--- src/rtl/tpc_pkg.sv ---
// ----------------------------------------------------------------------------
// tpc_pkg
// Shared types and constants for the tile plane pixel compositor.
// ----------------------------------------------------------------------------
package tpc_pkg;

  // default store sizes
  localparam int VRAM_WORDS_DEF  = 32768;
  localparam int PALETTE_ENTRIES = 64;

  // request codes
  typedef enum logic [1:0] {
    OP_VRAM_WRITE    = 2'd0,
    OP_PALETTE_WRITE = 2'd1,
    OP_RENDER        = 2'd2
  } op_t;

  // configuration register indexes
  localparam logic [2:0] CFG_PLANE_A_BASE  = 3'd0;
  localparam logic [2:0] CFG_PLANE_B_BASE  = 3'd1;
  localparam logic [2:0] CFG_HSCROLL_BASE  = 3'd2;
  localparam logic [2:0] CFG_HSCROLL_MODE  = 3'd3;
  localparam logic [2:0] CFG_PLANE_SIZE    = 3'd4;
  localparam logic [2:0] CFG_VSCROLL_A     = 3'd5;
  localparam logic [2:0] CFG_VSCROLL_B     = 3'd6;
  localparam logic [2:0] CFG_BACKDROP      = 3'd7;

  // horizontal scroll modes
  localparam logic [1:0] HS_WHOLE  = 2'd0;
  localparam logic [1:0] HS_CELL4  = 2'd1;
  localparam logic [1:0] HS_CELL16 = 2'd2;
  localparam logic [1:0] HS_LINE   = 2'd3;

  // source layer codes
  localparam logic [2:0] LAYER_BACKDROP = 3'd0;
  localparam logic [2:0] LAYER_B_LOW    = 3'd1;
  localparam logic [2:0] LAYER_A_LOW    = 3'd2;
  localparam logic [2:0] LAYER_B_HIGH   = 3'd3;
  localparam logic [2:0] LAYER_A_HIGH   = 3'd4;

  // video memory port 0 request
  typedef struct packed {
    logic        wr;
    logic [14:0] addr;
    logic [15:0] wdata;
  } vram_req_t;

  // palette write request
  typedef struct packed {
    logic        wr;
    logic [5:0]  addr;
    logic [23:0] color;
  } pal_wr_t;

endpackage

--- src/rtl/tpc_palette.sv ---
// ----------------------------------------------------------------------------
// tpc_palette
// Color table with one write and one registered read; per-entry valid bits
// make unwritten entries read as black.
// ----------------------------------------------------------------------------
module tpc_palette (
  input  logic             clk,
  input  logic             rst,
  input  tpc_pkg::pal_wr_t wr,
  input  logic [5:0]       rd_addr,
  output logic [23:0]      rd_color
);

  logic [23:0]                         mem [tpc_pkg::PALETTE_ENTRIES];
  logic [tpc_pkg::PALETTE_ENTRIES-1:0] valid;
  logic                                valid_q;
  logic [23:0]                         data_q;

  // valid bits
  always_ff @(posedge clk) begin
    if (rst) begin
      valid <= '0;
    end else if (wr.wr) begin
      valid[wr.addr] <= 1'b1;
    end
  end

  // storage, old data on a same-entry read
  always_ff @(posedge clk) begin
    if (wr.wr) mem[wr.addr] <= wr.color;
    data_q  <= mem[rd_addr];
    valid_q <= valid[rd_addr];
  end

  assign rd_color = valid_q ? data_q : '0;

endmodule

--- config.mk ---
export PLATFORM = sky130hd
export DESIGN_NAME = tpc_palette
export DESIGN_NICKNAME = d
export VERILOG_FILES = /design/src/rtl/tpc_pkg.sv /design/src/rtl/tpc_palette.sv
export SDC_FILE = /design/constraint.sdc
export NUM_CORES = 1
export LEC_CHECK = 0
export BUFFER_PORTS_ARGS = -buffer_cell sky130_fd_sc_hd__buf_4
export CAP_MARGIN = 20
export CORE_MARGIN = 2
export CORE_UTILIZATION = 45
export CTS_CLUSTER_DIAMETER = 120
export DETAILED_ROUTE_END_ITERATION = 12
export PLACE_DENSITY = 0.62
export SLEW_MARGIN = 25
export SYNTH_ARGS = -nofsm -noshare
export SYNTH_HDL_FRONTEND = slang
export SYNTH_SLANG_ARGS = --single-unit
--- constraint.sdc ---
create_clock -name clk -period 4.4 [get_ports clk]
set_clock_uncertainty 0.1 [all_clocks]
set_input_delay 0.44 -clock clk [delete_from_list [all_inputs] [get_ports clk]]
set_output_delay 0.44 -clock clk [all_outputs]
set_load 0.005 [all_outputs]
==> results.yml <==
detailed_routing:
  wl_mm: 162
  firstDrtPassIters: 8
  route.antenna.remaining_nets: 0
  drt_iter0_markers: 4018
  drc: 0
  viasPerCell: 6.11
  num_vias: 31000
  detail_route.wl_per_cell_microns: 31.9
synth:
  async_flop_share_pct: 0
  synth_cell_type_count: 41
  syn_nets: 2979
  netlist_instances: 2940
  synth_area_sq_mm: 0.0620
  synth_top_area_share_pct: 74.4
  synth.largest_area_cell: "edfxtp_1"
  seq_area_frac_synth_pct: 77.3
  syn_avg_cell_area_sq_um: 21.1
  ys.flop_type: "edfxtp_1"
  synth-edff-count: 1536
  yosysMostFrequentCell: "edfxtp_1"
  yosys_warnings: 0
  synthTopCellsByArea: "edfxtp_1 74%, mux4_2 12%, mux2i_1 3.0%"
  synth_commonest_cells: "1536 x edfxtp_1, 341 x mux4_2, 213 x nor2_1, 187 x mux2i_1, 91 x a22oi_1"
  synth-seq-cells: 1625
sta:
  timing.final.crit_period_ps: 2790
  rsz0062_at_grt: "no"
  period_share_pct: 63.3
  worstMarginPinSlew_ps: 1070
  setup_viol: 0
  relSlewSlack_pct: 28.1
  max_clock_freq_ghz: 0.359
  hold_viol: 0
  drv_slew: 0
  whs_ps: 58.7
  fin_setup_tns_ps: 0
placed_design:
  placed_cell_area_sq_mm: 0.0652
  hpwlAfterDp_mm: 94.2
  port_buffers: 62
  place_inst: 4779
  gp_congestion: 0.896
finish:
  design_area_sq_mm: 0.0707
  syn2layout_area_growth_pct: 14.1
  drive_gt1_share_pct: 26.3
  finalCoreUtilization_pct: 51.5
  layout.cells.non_filler: 5083
  fin_nets: 3189
  fillers: 10600
critical_path:
  cp-start-kind: "register"
  endpoint: "rd_color[20]"
  r2r_slack_ps: 2190
  path_max_fanout: 24
  cp.arrival_ps: 2250
  path_class: "register to output pin"
  r2r.worst_path.cells: 6
  r2r-start: "mem[23][23]$_DFFE_PP_"
  reg2reg_to: "data_q[23]$_DFF_P_"
  endpoint_kind: "output pin"
  cp.required_ps: 3860
  crit_start: "valid_q$_DFF_P_"
global_routing:
  grt_pass1_vias: 31000
  grt_overflow: 0
  track_usage_pct: 23.2
  antenna_found_initial: 22
  grt_max_degree: 81
  grt_pass1_wl_mm: 231
pwr:
  leakagePower_nw: 22.7
  irDropWorstVdd_mv: 0.388
  cellPowerDensity_mw_per_mm2: 463
floorplan:
  design.die.area_sq_mm: 0.141
  start_util_pct: 45.2
  row_count: 136
  core_sq_mm: 0.137
  die_y_microns: 375
  num_io_pins: 63
  die_x_microns: 375
hold_path:
  hp-class: "primary input to register"
  min_from: "wr[26]"
flow_run:
  maxCapViolations: 0
clock_tree:
  clock_latency_ps: 790
  clock-sinks: 1625
  cts_max_level: 4
  cts-buffers-inserted: 161
  cts_buffer_depth: 3
  cts_resized: 0
  cts_tree: "yes"
  cts-root-buf: "clkbuf_16"
  path_clk_slew_ps: 60
outcome:
  status: "finished clean"
==> cell usage in the layout, fill, tap and decap left out, types with 10 or more instances in the layout <==
| master | netlist | layout |
|---|---|---|
| clkinv_2 | 0 | 15 |
| nand2_1 | 38 | 38 |
| nor4_1 | 11 | 10 |
| a22o_1 | 17 | 17 |
| buf_12 | 3 | 13 |
| clkbuf_1 | 44 | 40 |
| nor2_2 | 0 | 59 |
| mux4_2 | 341 | 341 |
| dfxtp_1 | 89 | 88 |
| nand2b_1 | 13 | 13 |
| buf_4 | 34 | 185 |
| a311oi_1 | 17 | 14 |
| o21ai_0 | 17 | 17 |
| nand4_1 | 16 | 16 |
| mux2i_1 | 187 | 187 |
| bufinv_16 | 0 | 17 |
| nand3_1 | 22 | 22 |
| o22ai_1 | 42 | 42 |
| clkbuf_8 | 0 | 19 |
| a22oi_1 | 91 | 91 |
| clkinv_1 | 1 | 24 |
| clkbuf_16 | 0 | 166 |
| nor2b_1 | 30 | 29 |
| nor2_1 | 213 | 151 |
| a21oi_1 | 13 | 13 |
| edfxtp_1 | 1536 | 1536 |
| and2_1 | 31 | 31 |
==> power breakdown <==
group | switching (W) | internal (W)
Clock | 0.00577 | 0.00827
Sequential | 0.0000565 | 0.0170
Combinational | 0.00104 | 0.000579
Total | 0.00687 | 0.0259
==> how the worst min path moves through the flow <==
stage	slack (ps)	endpoint	cells after the start
2_1_floorplan	330	valid[52]$_SDFFE_PP0P_	2
3_3_place_gp	340	valid[36]$_SDFFE_PP0P_	2
3_5_place_dp	350	valid[36]$_SDFFE_PP0P_	2
4_1_cts	2	mem[42][10]$_DFFE_PP_	2
5_1_grt	30	mem[42][0]$_DFFE_PP_	2
6_report	60	mem[42][0]$_DFFE_PP_	2
==> through the flow <==
step | setup slack [ps] | total power (W)
floorplan | 1190 | 0.0183
CTS | 1580 | 0.0330
detailed placement | 926 | 0.0191
global placement | 640 | 0.0190
finish | 1610 | 0.0328
global route | 1520 | 0.0337
==> flip-flops by register name, indices dropped and copies added (netlist names) <==
name / cells
valid_q: 1
valid: 64
mem: 1536
data_q: 24
==> critical path, cell delays in order, from the launching register on <==
cell and delay [ps]:
dfxtp_2 820, and2_1 430, buf_4 200
==> cells by family after synthesis <==
logic type,synth area share (%)
AND/OR/NAND/NOR,2.94
multiplexers,15.4
flip-flops,77.3
AO/OA/AOI/OAI,2.71
buffers and inverters,1.62
==> what timing repair did <==
item / 4_1_cts / 5_1_grt
endpoints found under the hold margin: 3 / 0
hold buffers: 2 / 0
setup buffers: 0 / 0
==> layout make-up <==
cell class | instances | area (sq um) | share of cell area [%]
Timing Repair Buffer | 206 | 1800 | 2.54
Tap cell | 1794 | 2240 | 3.17
Clock inverter | 74 | 892 | 1.26
Inverter | 1 | 3.75 | 0.00531
Antenna cell | 3 | 7.51 | 0.0106
Sequential cell | 1625 | 47900 | 67.8
Clock buffer | 225 | 4570 | 6.46
Multi-Input combinational cell | 1155 | 13300 | 18.8
==> layer usage <==
| layer | vias to the layer above | track usage (%) | wire (microns) |
|---|---|---|---|
| li1 | 12600 | - | - |
| met5 | - | 0 | 134 |
| met4 | 20 | 9.22 | 6440 |
| met3 | 292 | 5.37 | 16200 |
| met1 | 16500 | 32.2 | 63800 |
| met2 | 1606 | 35.9 | 75700 |
(Power assumes the default switching activity.)
